$ cat config.mk
export PLATFORM = sky130hd
export DESIGN_NAME = trailing_whitespace_stripper
export DESIGN_NICKNAME = d
export VERILOG_FILES = /design/src/tws_pkg.sv /design/src/tws_ram.sv /design/src/tws_datapath.sv /design/src/tws_ctrl.sv /design/src/trailing_whitespace_stripper.sv
export VERILOG_INCLUDE_DIRS = /design/src /design/src/src
export SDC_FILE = /design/constraint.sdc
export NUM_CORES = 1
export LEC_CHECK = 0
export BUFFER_PORTS_ARGS = -buffer_cell sky130_fd_sc_hd__buf_2
export CAP_MARGIN = 20
export CELL_PAD_IN_SITES_DETAIL_PLACEMENT = 1
export CELL_PAD_IN_SITES_GLOBAL_PLACEMENT = 1
export CORE_ASPECT_RATIO = 2
export CORE_MARGIN = 5
export CORE_UTILIZATION = 52
export DETAILED_ROUTE_END_ITERATION = 10
export PLACE_DENSITY = 0.92
export SLEW_MARGIN = 25
export SYNTH_ARGS = -nofsm -noshare
export SYNTH_HDL_FRONTEND = slang
export SYNTH_HIERARCHICAL = 1
export SYNTH_SLANG_ARGS = --single-unit
$ cat constraint.sdc
create_clock -name i_clk -period 6 [get_ports i_clk]
set_input_delay 0.9 -clock i_clk [delete_from_list [all_inputs] [get_ports i_clk]]
set_output_delay 0.9 -clock i_clk [all_outputs]
set_load 0.05 [all_outputs]
$ cat src/assert_macros.svh
// Assertion helpers shared by the RTL.
`ifndef ASSERT_MACROS_SVH
`define ASSERT_MACROS_SVH

// Same-cycle implication, checked out of reset.
`define ASSERT_IMPLY(label, clk, rst_n, a, b) \
    label: assert property (@(posedge clk) disable iff (!rst_n) (a) |-> (b)) \
        else $error("implication check failed");

// Next-cycle implication, checked out of reset.
`define ASSERT_NEXT(label, clk, rst_n, a, b) \
    label: assert property (@(posedge clk) disable iff (!rst_n) (a) |=> (b)) \
        else $error("next-cycle check failed");

`endif

$ cat src/tws_pkg.sv
`timescale 1ns / 1ps

package tws_pkg;

    localparam logic [7:0] CH_SPACE   = 8'd32;
    localparam logic [7:0] CH_TAB     = 8'd9;
    localparam logic [7:0] CH_NEWLINE = 8'd10;

    // output byte source
    typedef logic [1:0] t_sel;
    localparam t_sel SEL_HEAD = 2'd0;  // oldest held blank
    localparam t_sel SEL_CHAR = 2'd1;  // held input byte
    localparam t_sel SEL_NL   = 2'd2;  // newline

    typedef struct packed {
        logic load_item;
        logic emit;
        t_sel emit_sel;
        logic emit_last;
        logic emit_forced;
        logic push;
        logic pop;
        logic drop;
        logic set_lhc;
        logic clr_lhc;
    } t_cmd;

    typedef struct packed {
        logic is_ws;
        logic is_nl;
        logic eos;
        logic lhc;
        logic full;
        logic empty;
        logic count_one;
        logic out_free;
    } t_sts;

endpackage

$ cat src/tws_ram.sv
`timescale 1ns / 1ps

module tws_ram #(
    parameter int WIDTH = 1,
    parameter int DEPTH = 32
) (
    input  logic                                  i_clk,
    input  logic                                  i_wr_en,
    input  logic [(DEPTH > 1 ? $clog2(DEPTH) : 1)-1:0] i_wr_addr,
    input  logic [WIDTH-1:0]                      i_wr_data,
    input  logic [(DEPTH > 1 ? $clog2(DEPTH) : 1)-1:0] i_rd_addr,
    output logic [WIDTH-1:0]                      o_rd_data
);

    logic [WIDTH-1:0] r_mem [DEPTH];
    logic [WIDTH-1:0] r_rd_data;

    always_ff @(posedge i_clk) begin
        if (i_wr_en) begin
            r_mem[i_wr_addr] <= i_wr_data;
        end
        r_rd_data <= r_mem[i_rd_addr];
    end

    assign o_rd_data = r_rd_data;

endmodule

$ cat src/tws_datapath.sv
`timescale 1ns / 1ps
`include "assert_macros.svh"

module tws_datapath #(
    parameter int PENDING_DEPTH = 32
) (
    input  logic           i_clk,
    input  logic           i_rst_n,
    input  tws_pkg::t_cmd  i_cmd,
    output tws_pkg::t_sts  o_sts,
    input  logic [7:0]     i_in_char,
    input  logic           i_in_end_of_stream,
    input  logic           i_out_stall,
    output logic           o_out_valid,
    output logic [7:0]     o_out_char,
    output logic           o_out_last_of_run,
    output logic           o_out_forced_flush
);
    import tws_pkg::*;

    localparam int AW = (PENDING_DEPTH > 1) ? $clog2(PENDING_DEPTH) : 1;
    localparam int CW = $clog2(PENDING_DEPTH + 1);
    localparam int SW = CW + 1;

    // held item
    logic [7:0]    r_char;
    logic          r_eos;
    logic          r_lhc, n_lhc;

    // blank queue pointers
    logic [AW-1:0] r_head, n_head;
    logic [CW-1:0] r_count, n_count;
    logic [AW-1:0] head_inc;
    logic [SW-1:0] tail_sum;
    logic [AW-1:0] tail;

    // read-during-write forward
    logic          r_byp;
    logic          r_byp_kind;
    logic          ram_kind;
    logic          head_kind;
    logic          wr_kind;

    // output register
    logic          r_out_valid;
    logic [7:0]    r_out_char;
    logic          r_out_last;
    logic          r_out_forced;
    logic [7:0]    emit_char;
    logic          out_free;

    assign head_inc = (r_head == AW'(PENDING_DEPTH - 1)) ? '0 : r_head + AW'(1);
    assign tail_sum = SW'(r_head) + SW'(r_count);
    assign tail     = (tail_sum >= SW'(PENDING_DEPTH)) ?
                      AW'(tail_sum - SW'(PENDING_DEPTH)) : AW'(tail_sum);
    assign wr_kind  = (r_char == CH_TAB);

    always_comb begin
        n_head  = r_head;
        n_count = r_count;
        if (i_cmd.pop) begin
            n_head = head_inc;
        end
        if (i_cmd.drop) begin
            n_count = '0;
        end else if (i_cmd.push && !i_cmd.pop) begin
            n_count = r_count + CW'(1);
        end else if (i_cmd.pop && !i_cmd.push) begin
            n_count = r_count - CW'(1);
        end
        n_lhc = r_lhc;
        if (i_cmd.set_lhc) begin
            n_lhc = 1'b1;
        end else if (i_cmd.clr_lhc) begin
            n_lhc = 1'b0;
        end
    end

    // read address is the next head pointer so the head entry is always on hand
    tws_ram #(
        .WIDTH (1),
        .DEPTH (PENDING_DEPTH)
    ) u_ram (
        .i_clk     (i_clk),
        .i_wr_en   (i_cmd.push),
        .i_wr_addr (tail),
        .i_wr_data (wr_kind),
        .i_rd_addr (n_head),
        .o_rd_data (ram_kind)
    );

    assign head_kind = r_byp ? r_byp_kind : ram_kind;

    always_ff @(posedge i_clk) begin
        if (!i_rst_n) begin
            r_head  <= '0;
            r_count <= '0;
            r_lhc   <= 1'b0;
            r_byp   <= 1'b0;
        end else begin
            r_head  <= n_head;
            r_count <= n_count;
            r_lhc   <= n_lhc;
            r_byp   <= i_cmd.push && (tail == n_head);
        end
    end

    always_ff @(posedge i_clk) begin
        r_byp_kind <= wr_kind;
        if (i_cmd.load_item) begin
            r_char <= i_in_char;
            r_eos  <= i_in_end_of_stream;
        end
    end

    always_comb begin
        case (i_cmd.emit_sel)
            SEL_HEAD: emit_char = head_kind ? CH_TAB : CH_SPACE;
            SEL_CHAR: emit_char = r_char;
            SEL_NL:   emit_char = CH_NEWLINE;
            default:  emit_char = CH_NEWLINE;
        endcase
    end

    assign out_free = !r_out_valid || !i_out_stall;

    always_ff @(posedge i_clk) begin
        if (!i_rst_n) begin
            r_out_valid <= 1'b0;
        end else if (i_cmd.emit) begin
            r_out_valid <= 1'b1;
        end else if (!i_out_stall) begin
            r_out_valid <= 1'b0;
        end
    end

    always_ff @(posedge i_clk) begin
        if (i_cmd.emit) begin
            r_out_char   <= emit_char;
            r_out_last   <= i_cmd.emit_last;
            r_out_forced <= i_cmd.emit_forced;
        end
    end

    assign o_out_valid        = r_out_valid;
    assign o_out_char         = r_out_char;
    assign o_out_last_of_run  = r_out_last;
    assign o_out_forced_flush = r_out_forced;

    assign o_sts.is_ws     = (r_char == CH_SPACE) || (r_char == CH_TAB);
    assign o_sts.is_nl     = (r_char == CH_NEWLINE);
    assign o_sts.eos       = r_eos;
    assign o_sts.lhc       = r_lhc;
    assign o_sts.full      = (r_count == CW'(PENDING_DEPTH));
    assign o_sts.empty     = (r_count == '0);
    assign o_sts.count_one = (r_count == CW'(1));
    assign o_sts.out_free  = out_free;

    `ASSERT_IMPLY(a_count_bound, i_clk, i_rst_n, 1'b1, r_count <= CW'(PENDING_DEPTH))
    `ASSERT_IMPLY(a_pop_nonempty, i_clk, i_rst_n, i_cmd.pop, r_count != '0)
    `ASSERT_IMPLY(a_push_room, i_clk, i_rst_n,
                  i_cmd.push && (r_count == CW'(PENDING_DEPTH)), i_cmd.pop)

endmodule

$ cat src/tws_ctrl.sv
`timescale 1ns / 1ps
`include "assert_macros.svh"

module tws_ctrl (
    input  logic          i_clk,
    input  logic          i_rst_n,
    input  logic          i_in_valid,
    output logic          o_in_ready,
    input  tws_pkg::t_sts i_sts,
    output tws_pkg::t_cmd o_cmd
);
    import tws_pkg::*;

    localparam logic [2:0] S_IDLE  = 3'd0;
    localparam logic [2:0] S_WORK  = 3'd1;
    localparam logic [2:0] S_FLUSH = 3'd2;
    localparam logic [2:0] S_CHAR  = 3'd3;
    localparam logic [2:0] S_EOS   = 3'd4;

    logic [2:0] r_state, n_state;
    t_cmd       cmd;

    always_comb begin
        cmd     = '0;
        n_state = r_state;
        case (r_state)
            S_IDLE: begin
                if (i_in_valid) begin
                    cmd.load_item = 1'b1;
                    n_state       = S_WORK;
                end
            end
            S_WORK: begin
                if (i_sts.is_ws) begin
                    if (i_sts.full) begin
                        if (i_sts.out_free) begin
                            cmd.emit        = 1'b1;
                            cmd.emit_sel    = SEL_HEAD;
                            cmd.emit_forced = 1'b1;
                            cmd.emit_last   = !(i_sts.eos && i_sts.lhc);
                            cmd.pop         = 1'b1;
                            cmd.push        = 1'b1;
                            n_state         = i_sts.eos ? S_EOS : S_IDLE;
                        end
                    end else begin
                        cmd.push = 1'b1;
                        n_state  = i_sts.eos ? S_EOS : S_IDLE;
                    end
                end else if (i_sts.is_nl) begin
                    if (!i_sts.lhc) begin
                        cmd.drop = 1'b1;
                        n_state  = S_IDLE;
                    end else if (i_sts.out_free) begin
                        cmd.emit      = 1'b1;
                        cmd.emit_sel  = SEL_NL;
                        cmd.emit_last = 1'b1;
                        cmd.drop      = 1'b1;
                        cmd.clr_lhc   = 1'b1;
                        n_state       = S_IDLE;
                    end
                end else if (!i_sts.empty) begin
                    n_state = S_FLUSH;
                end else if (i_sts.out_free) begin
                    cmd.emit      = 1'b1;
                    cmd.emit_sel  = SEL_CHAR;
                    cmd.emit_last = !i_sts.eos;
                    cmd.set_lhc   = 1'b1;
                    n_state       = i_sts.eos ? S_EOS : S_IDLE;
                end
            end
            S_FLUSH: begin
                if (i_sts.out_free) begin
                    cmd.emit     = 1'b1;
                    cmd.emit_sel = SEL_HEAD;
                    cmd.pop      = 1'b1;
                    if (i_sts.count_one) begin
                        n_state = S_CHAR;
                    end
                end
            end
            S_CHAR: begin
                if (i_sts.out_free) begin
                    cmd.emit      = 1'b1;
                    cmd.emit_sel  = SEL_CHAR;
                    cmd.emit_last = !i_sts.eos;
                    cmd.set_lhc   = 1'b1;
                    n_state       = i_sts.eos ? S_EOS : S_IDLE;
                end
            end
            S_EOS: begin
                if (!i_sts.lhc) begin
                    cmd.drop = 1'b1;
                    n_state  = S_IDLE;
                end else if (i_sts.out_free) begin
                    cmd.emit      = 1'b1;
                    cmd.emit_sel  = SEL_NL;
                    cmd.emit_last = 1'b1;
                    cmd.drop      = 1'b1;
                    cmd.clr_lhc   = 1'b1;
                    n_state       = S_IDLE;
                end
            end
            default: begin
                n_state = S_IDLE;
            end
        endcase
    end

    always_ff @(posedge i_clk) begin
        if (!i_rst_n) begin
            r_state <= S_IDLE;
        end else begin
            r_state <= n_state;
        end
    end

    assign o_cmd      = cmd;
    assign o_in_ready = (r_state == S_IDLE);

    `ASSERT_IMPLY(a_emit_has_room, i_clk, i_rst_n, cmd.emit, i_sts.out_free)
    `ASSERT_NEXT(a_accept_to_work, i_clk, i_rst_n, cmd.load_item, r_state == S_WORK)
    `ASSERT_IMPLY(a_flush_has_data, i_clk, i_rst_n, r_state == S_FLUSH, !i_sts.empty)

endmodule

$ cat src/trailing_whitespace_stripper.sv
// An item is taken in the idle state and worked in the work state after it; its first
// result is written into the output register, at the earliest, while it is worked.
// A blank or newline needs only the work state; a visible byte first releases its N held
// blanks; end of stream adds a newline state except on a newline. Output stalls add waits.
// The blank queue has a single read port, so held blanks leave one per cycle unless stalled.
// Reset (i_rst_n low, synchronous): queue empty, line state cleared, no output.
`timescale 1ns / 1ps

module trailing_whitespace_stripper #(
    parameter int PENDING_DEPTH = 32  // held blanks, 1 to 62
) (
    input  logic       i_clk,
    input  logic       i_rst_n,
    // input channel
    input  logic       i_in_valid,
    output logic       o_in_stall,
    input  logic [7:0] i_in_char,
    input  logic       i_in_end_of_stream,
    // output channel
    output logic       o_out_valid,
    input  logic       i_out_stall,
    output logic [7:0] o_out_char,
    output logic       o_out_last_of_run,
    output logic       o_out_forced_flush
);
    import tws_pkg::*;

    t_cmd cmd;
    t_sts sts;
    logic in_ready;

    // Controller: takes one item at a time and steps through
    // hold / flush / byte / end-of-stream newline.
    tws_ctrl u_ctrl (
        .i_clk      (i_clk),
        .i_rst_n    (i_rst_n),
        .i_in_valid (i_in_valid),
        .o_in_ready (in_ready),
        .i_sts      (sts),
        .o_cmd      (cmd)
    );

    // Datapath: held item, circular blank queue in RAM, line flag and
    // the output register that decouples the two channels.
    tws_datapath #(
        .PENDING_DEPTH (PENDING_DEPTH)
    ) u_dp (
        .i_clk              (i_clk),
        .i_rst_n            (i_rst_n),
        .i_cmd              (cmd),
        .o_sts              (sts),
        .i_in_char          (i_in_char),
        .i_in_end_of_stream (i_in_end_of_stream),
        .i_out_stall        (i_out_stall),
        .o_out_valid        (o_out_valid),
        .o_out_char         (o_out_char),
        .o_out_last_of_run  (o_out_last_of_run),
        .o_out_forced_flush (o_out_forced_flush)
    );

    // stalled whenever an item is still being worked
    assign o_in_stall = !in_ready;

endmodule

* Word-level counts from Yosys, hierarchy flattened *
Memory sizes are Yosys's and may differ from the RTL's. A register that Yosys moved wholly into a read port is not among the register bits.
Cells that the tools add are included.

storage, ports and cells
  register bits = 37
  latch bits = 0
  bits in writable memories = 32
  bits in read-only memories = 0
  bits of input ports = 13
  output and inout bits = 12
  memories kept = 1

cells by class
  $add $sub $neg = 5
  $mul = 0
  divide/modulo/power cells = 0
  magnitude comparators = 1
  equal/unequal tests = 16
  shift-type cells = 0
  mux-type cells = 55
  bitwise operators = 1
  reduce and logical (&&, ||, !) cells = 21

memories
  name              words  bits a word  read ports  clocked after Yosys merged registers in  wr ports  line           text
  u_dp.u_ram.r_mem  32     1            1           1                                        1         tws_ram.sv:15  logic [WIDTH-1:0] r_mem [DEPTH];

operator list
  kind                                                                    count
  3-bit 2-to-1 mux                                                        13
  4-bit 2-to-1 mux                                                        6
  5-bit 2-to-1 mux                                                        4
  1-bit 2-to-1 mux                                                        19
  6-bit 2-to-1 mux                                                        3
  8-bit by 4-bit == test with 1-bit output (second input constant)        2
  8-bit one-hot mux with 2 select lines                                   1
  3-bit one-hot mux with 5 select lines                                   1
  3-bit one-hot mux with 4 select lines                                   1
  8-bit by 6-bit == test with 1-bit output (second input constant)        1
  1-bit one-hot mux with 2 select lines                                   4
  5-bit by 6-bit adder with 7-bit output                                  1
  7-bit by 6-bit >= comparator with 1-bit output (second input constant)  1
  1-bit logical NOT                                                       7
  7-bit 2-to-1 mux                                                        1
  6-bit by 1-bit adder with 6-bit output (second input constant)          1
  3-bit by 2-bit == test with 1-bit output (second input constant)        2
  6-bit by 1-bit == test with 1-bit output (second input constant)        1
  6-bit == test (second input constant)                                   1
  6-bit logical NOT                                                       1
  3-bit AND reduction                                                     2
  6-bit by 1-bit subtractor with 6-bit output (second input constant)     1
  5-bit by 1-bit adder with 5-bit output (second input constant)          1
  5-bit == test                                                           1
  other kinds (16)                                                        23

* Logic depth before layout (Yosys ltp) *
Gate-level depths: netlist (run 1).

  word-level depth = 10
  mapped depth = 17

* Hierarchy *
Netlist (run 1), hierarchy kept.

modules (own cells, without submodules)
  module                        instances  cells each  area an instance (µm²)  seq. area each (µm²)
  tws_datapath                  1          156         1735.4                  870.8
  tws_ram                       1          120         1517.7                  980.9
  tws_ctrl                      1          59          473.0                   60.1
  trailing_whitespace_stripper  1          1           3.8                     0.0

* Worst setup path after synthesis (run 1) *
No wires, ideal clock.

  path type = input port to flip-flop
  start point = input i_out_stall
  end point = register u_dp.r_count[5]
  setup time = 120 ps
  arrival = 3088 ps
  path slack = 2793 ps
  stages on the path = 15
  cells stage by stage = nand2_1 > buf_4 > buf_2 > and3b_1 > nand4b_1 > o31ai_1 > buf_6 > inv_1 > ha_1 > clkbuf_1 > or4_1 > a21oi_1 > o21ai_1 > xor2_1 > nor2_1

RTL lines
  item                  line                                text
  start, declared       trailing_whitespace_stripper.sv:21  input logic i_out_stall,
  end signal, assigned  tws_datapath.sv:102                 r_count <= n_count;
  end, declared         tws_datapath.sv:32                  logic [CW-1:0] r_count, n_count;

==> flow_summary.toml, run 1 <==
[synthesis]
asyncSetResetFlopFracSynth_pct = 0
synth_enable_flop_cells = 51
ys_seq_elements = 70
synth.top_cells.by_area = "edfxtp_1 (41%), dfxtp_1 (10%), mux2i_1 (5.1%)"
post_synth_instance_area_mm2 = 0.00373
synthesis.instances = 336
synth_seq_area_share_pct = 51.3
avg_cell_area_syn_um2 = 11.1
ys.warnings.count = 6
synth_commonest_cells = "edfxtp_1 (51), nor2_1 (47), dfxtp_1 (19), mux2i_1 (19), inv_1 (16)"
synth-main-ff-cell = "edfxtp_1"
synth.lib_cells_used.distinct = 62
yosysMostFrequentCell = "edfxtp_1"
synth_top_cell_area_share_pct = 41.1
synthesis.nets = 361
post-synth-top-area-cell = "edfxtp_1"

[placed_design]
dpl_worst_slack_ns = 1.85
gp_routability_congestion = 0.842
hpwl_um = 6630
io_buffers = 24

[sta]
fin_ws_ns = 2.51
grt_setup_unrepaired = "false"
max_freq_ghz = 0.287
finalSetupViolCount = 0
final_max_slew_viol_count = 0
fin_crit_sh_pct = 58.1
timing_worst_slew_pin_value_ns = 1.03
setup-tns-final_ns = 0
max_slew_margin_pct = 31.2
clock_skew_ns = 0.00683
hold_ws_ns = 0.561
hold_viol_final = 0
min_period_ns = 3.49

[floorplan]
die_area_mm2 = 0.00907
die_h_um = 130
start_util_pct = 53.3
die_width_um = 69.9
top_level_ports = 25
placeableCoreArea_mm2 = 0.00699
rows = 43

[global_routing]
grt_pass1_wl_um = 14200
global_route.usage.total_pct = 20.7
number_of_global_route_vias_before_repair = 2819
grt-ovfl-total = 0
grt_antenna_before_repair = 0
grt_max_degree = 34

[cts]
tritoncts_num_sinks = 70
cts_max_level = 3
cts_buffer_depth = 2
cts_setup_buffers = 0
cts-hold-fix-buffers = 0
insertion_delay_ns = 0.33
tritoncts = "built"
clkSlewWorstSetupHoldPaths_ns = 0.06
ctsRootBufferMaster = "clkbuf_16"
number_of_buffers_inserted_during_clock_tree_synthesis = 9
post_cts.resized_instances = 0

[cells_and_area]
drive_gt1_share_pct = 16.1
num-nets-final = 386
areaGrowthSynthToFinish_pct = 12.5
diodes = 0

[drt]
number_of_detailed_routing_iterations_run_before_antenna_repair = 4
number_of_drc_violations_after_detailed_routing_iteration_0 = 152
drt-vias-per-instance = 5.84
route.vias.total = 2664
final_antenna_net_count = 0
post-route-drc-count = 0
totalWireLength_um = 9020
drt-wirelength-per-cell_um = 19.8

[job]
max_cap_viol_count = 0

[pwr]
internal_power_mw = 1.01
seq_power_share_pct = 41.8
cellPowerDensity_mw_per_mm2 = 354
share_of_total_power_consumed_by_net_switching_pct = 32.2
static-leakage-power_nw = 1.49
pwr-share-clk_pct = 34.9
vdd_ir_drop_max_uv = 202
net_switching_power_uw = 478
p_comb_share_pct = 23.3

[setup_path]
timing.critical_path.required_ns = 6.25
setup.worst_path.end_class = "register"
path_max_fanout = 18
crit_arrival_ns = 3.74
setup.worst_path.start_class = "register"
path_class = "reg2reg"

[status]
run_status = "finished clean"

[min_path]
worstHoldPathType = "reg2reg"
[cells by family (layout without fill, tap and decap cells)]
group                      count (synthesis)  count (layout)  share of synthesized area [%]
and+or+nand+nor                          140             140                           21.4
DFF                                       70              70                           51.3
AOI/OAI and AO/OA                         50              50                           9.43
buffers and inverters                     30              60                           4.60
muxes                                     21              21                           5.70
xor gates and xnor gates                  13              13                           3.42
adders and majority gates                 12              12                           4.23
[critical path, stage by stage (launching register included)]
cell      delay (ns)
edfxtp_1        0.38
nor4_1          0.39
nor3b_1         0.23
buf_4           0.21
nand4b_1        0.26
o31ai_2         0.30
nand2_1         0.20
o22ai_4         0.57
xnor2_1         0.13
or4_1           0.55
nor3_1          0.19
[placed cells by master (no fill, tap or decap), types with 6 or more instances in the layout]
master / count
a21oi_1: 14
and2_1: 9
buf_2: 24
clkbuf_16: 9
dfxtp_1: 19
edfxtp_1: 51
ha_1: 11
inv_1: 16
mux2i_1: 19
nand2_1: 14
nand3b_1: 7
nor2_1: 47
nor2b_1: 12
nor3b_1: 6
xnor2_1: 8
[flip-flops by register name, indices dropped and copies added (netlist names)]
signal / count
u_dp/r_head: 5
u_dp/r_eos: 1
u_dp/o_out_valid: 1
u_dp/u_ram/o_rd_data: 1
u_dp/o_out_char: 8
u_dp/r_count: 6
u_dp/r_byp_kind: 1
u_dp/u_ram/r_mem: 32
u_dp/o_out_last_of_run: 1
u_dp/r_lhc: 1
u_ctrl/r_state: 3
u_dp/o_out_forced_flush: 1
u_dp/r_byp: 1
u_dp/r_char: 8
[cell type report]
cell class	instances	area (um2)
timing repair buffer	28	150
sequential	70	1910
tap	90	113
multi-input combinational	236	1670
fill	747	2800
clock buffer	10	229
clock inverter	6	61.3
inverter	16	60.1
[final timing paths]
| path | start | end | slack, ns | cells past startpoint |
|---|---|---|---|---|
| setup / recovery | u_dp/r_char[7]$_DFFE_PP_ | u_dp/r_byp$_SDFF_PN0_ | 2.51 | 10 |
| hold / removal | u_dp/r_char[2]$_DFFE_PP_ | u_dp/o_out_char[2]$_DFFE_PP_ | 0.56 | 1 |
| setup reg to reg | u_dp/r_char[7]$_DFFE_PP_ | u_dp/r_byp$_SDFF_PN0_ | 2.51 | 10 |
| hold reg to reg | u_dp/r_char[2]$_DFFE_PP_ | u_dp/o_out_char[2]$_DFFE_PP_ | 0.56 | 1 |
[power groups by stage]
stage	Clock, mW	Sequential (mW)	Combinational, mW
4_1_cts	0.529	0.621	0.344
2_1_floorplan	0	0.690	0.195
3_5_place_dp	0	0.631	0.340
6_report	0.518	0.620	0.346
3_3_place_gp	0	0.624	0.324
5_1_grt	0.550	0.628	0.372
[per-stage QoR]
stage | util (%) | cell area, um2 | total power, mW | instances
5_1_grt | 60.0 | 4200 | 1.55 | 456
3_5_place_dp | 55.6 | 3890 | 0.970 | 440
2_1_floorplan | - | 3730 | 0.885 | 336
3_3_place_gp | 55.6 | 3890 | 0.948 | 440
6_report | 60.0 | 4200 | 1.48 | 456
4_1_cts | 59.7 | 4180 | 1.49 | 456
[layer usage]
metal	track usage [%]	vias to the layer above	routed length [um]
met3	4.86	20	257
met1	18.6	1319	3040
met5	0	-	0
met2	42.8	56	5470
li1	-	1269	-
met4	8.58	0	247
(Power assumes the default switching activity.)
==> inputs of run 2 (changes only) <==
ABC_AREA = 1   (was unset)
CORE_UTILIZATION = 41   (was 52)
PLACE_DENSITY = 0.83   (was 0.92)
clock period = 2.9 ns   (was 6 ns; I/O delays follow)
==> run 2 against run 1 <==
Clock skew is 0.0019 ns lower. Non-clock buffer count is 8 higher. Largest power group unchanged. Design area up 4.8%. Count of clock-buffer cells in the layout fell by 1. Critical endpoint is now u_dp/u_ram/o_rd_data$_DFF_P_.
==> flow_summary.toml, run 2 <==
[setup_path]
worst-path-buf-inv = 5
setup.worst_path.end_class = "register"
critical_path.max_stage_delay_ns = 0.39
crit_path_cell_trace = "inv_1 > nand2_1 > nor3_2 > nand4_1 > o41ai_2 > nand3_1 > o21ai_1 > buf_4 > inv_2 > nand2_1 > nand3_2 > inv_4 > buf_8 > nand2_1 > nand3_1 > nand3_1 > nand2_1 > nand2_1 > nand2_1 > nand2_1 > nand2_1"
cpLargestDelayFamily = "simple AND/OR/NAND/NOR gates"
reg2reg_depth = 21
critical_path.startpoint = "u_dp/r_char[7]$_DFFE_PP_"
path_depth = 21
timing.critical_path.mode_cell = "nand2_1"
timing.rr.start = "u_dp/r_char[7]$_DFFE_PP_"
path_max_fanout = 16
setup.worst_path.start_class = "register"
crit_arrival_ns = 3.00
critical_path.slowest_cell = "edfxtp_1"
path_class = "reg2reg"
timing.critical_path.required_ns = 3.18

[cts]
cts_buffer_depth = 2
cts-hold-fix-buffers = 0
insertion_delay_ns = 0.33
tritoncts_num_sinks = 70
tritoncts = "built"
ctsRootBufferMaster = "clkbuf_16"
number_of_buffers_inserted_during_clock_tree_synthesis = 9
clkSlewWorstSetupHoldPaths_ns = 0.06
cts_max_level = 3

[sta]
final_max_slew_viol_count = 0
max_slew_margin_pct = 42.8
fin_crit_sh_pct = 94.1
clock_skew_ns = 0.00497
fin_ws_ns = 0.171
min_period_ns = 2.73
hold_viol_final = 0
max_freq_ghz = 0.366
grt_setup_unrepaired = "true"
timing_worst_slew_pin_value_ns = 0.857
finalSetupViolCount = 0

[placed_design]
gp_routability_congestion = 0.941
hpwl_um = 8460
io_buffers = 24
placed_cell_area_mm2 = 0.00404
dpl_worst_slack_ns = -0.0851

[global_routing]
grt_pass1_wl_um = 17400
number_of_global_route_vias_before_repair = 3706
global_route.usage.total_pct = 19.9
grt_antenna_before_repair = 0
grt-ovfl-total = 0
grt_max_degree = 34

[synthesis]
ys.warnings.count = 6
asyncSetResetFlopFracSynth_pct = 0
synthesis.nets = 488
synth_compound_gate_area_share_pct = 3.93
synth.lib_cells_used.distinct = 36
synth_mux_area_share_pct = 0.262
synthesis.instances = 463
synth_xor_xnor_area_share_pct = 1.11
synth_top_cell_area_share_pct = 40.1
synth_commonest_cells = "nand2_1 (107), nor2_1 (67), nand3_1 (66), inv_1 (60), edfxtp_1 (51)"
avg_cell_area_syn_um2 = 8.25
synth-simple-area-share_pct = 31.0
ys_seq_elements = 70
synth_top_family_by_area = "simple AND/OR/NAND/NOR gates"
synth_enable_flop_cells = 51
synth.top_cells.by_area = "edfxtp_1 (40%), nand2_1 (11%), dfxtp_1 (10%)"
yosysMostFrequentCell = "nand2_1"
post_synth_instance_area_mm2 = 0.00382
post-synth-top-area-cell = "edfxtp_1"
synth_seq_area_share_pct = 50.1
synth-main-ff-cell = "edfxtp_1"
synth_fa_ha_area_share_pct = 4.13

[min_path]
timing.hold.worst_path_depth = 1
worstHoldPathType = "in2reg"
holdCritStartpoint = "i_in_end_of_stream"

[cells_and_area]
multi_input_comb_area_mm2 = 0.00158
final.fill_count = 1144
mostFrequentLayoutCell = "nand2_1"
largest_register_ffs = 32
diodes = 0
ff_latch_area_mm2 = 0.00191
num-nets-final = 524
areaGrowthSynthToFinish_pct = 15.2
finish.instance_area_mm2 = 0.00440
drive_gt1_share_pct = 16.1
most-common-layout-cells = "nand2_1 (106), nor2_1 (67), nand3_1 (65)"
layout.core_utilization_pct = 47.5
largest-register = "u_dp/u_ram/r_mem"

[drt]
final_antenna_net_count = 0
drt-vias-per-instance = 5.45
totalWireLength_um = 10900
route.vias.total = 3316
number_of_detailed_routing_iterations_run_before_antenna_repair = 4
drt-wirelength-per-cell_um = 17.9
post-route-drc-count = 0
number_of_drc_violations_after_detailed_routing_iteration_0 = 175

[floorplan]
rows = 50
die_h_um = 146
die_area_mm2 = 0.0115
placeableCoreArea_mm2 = 0.00926
die_width_um = 78.2
start_util_pct = 41.2
top_level_ports = 25

[pwr]
pwr_total_mw = 3.77
static-leakage-power_nw = 1.81
vdd_ir_drop_max_uv = 591
cellPowerDensity_mw_per_mm2 = 856

[status]
run_status = "finished clean"

[job]
max_cap_viol_count = 0
[run 2: cell count changes after synthesis, sizes merged, moves of 6 or more]
cell and change:
nand2 +101, nand3 +62, inv +51, nor2 +24
mux2i -18, nor2b -12, and2 -7, nor3b -7
nand3b -6
[run 2: power by group]
group | switching (mW) | total, mW | internal [mW]
Combinational | 0.962 | 1.29 | 0.332
Clock | 0.436 | 1.10 | 0.669
Sequential | 0.102 | 1.37 | 1.27
Total | 1.50 | 3.77 | 2.27
[run 2: final cells by class]
type	count	area share [%]
flip-flops and latches	70	43.5
multi-input cells	315	35.9
inverters	67	5.95
clock buffers	9	5.12
repair buffers	36	4.95
well taps	104	2.96
clock inverters	7	1.65
[run 2: layer usage]
metal  global-route usage, %  wire, um  up-vias
met1                    15.5      3330     1624
met5                       0         0        -
met4                    13.2       620        0
met2                    41.0      6710       70
li1                        -         -     1574
met3                    3.95       234       48
[run 2: cells by family after synthesis]
logic type	after synthesis
multiplexers	1
AND/OR/NAND/NOR	271
AO/OA/AOI/OAI	27
XOR/XNOR	4
buffers and inverters	78
flip-flops	70
adder cells (fa/ha/maj)	12
[run 2: path summary, 6_finish.rpt]
kind / endpoint / slack (ns)
setup / recovery: u_dp/u_ram/o_rd_data$_DFF_P_ / 0.17
hold / removal: u_dp/r_eos$_DFFE_PP_ / 0.28
setup reg to reg: u_dp/u_ram/o_rd_data$_DFF_P_ / 0.17
hold reg to reg: u_dp/r_count[3]$_SDFFE_PP0P_ / 0.58
[run 2: stage by stage]
step                      hold WS, ns  instances  TNS [ns]
after global placement          0.525        590         0
after global routing            0.259        608   -0.0541
final                           0.277        608         0
after floorplan                 0.458        463         0
after detailed placement        0.549        590   -0.0851
after CTS                       0.265        606         0
[run 2: timing repair]
item,in CTS,in global routing
setup endpoints to repair,2,5
setup buffers,0,2
endpoints found under the hold margin,0,0
gates resized for setup,3,10
gates cloned,0,0
pin swaps,0,2
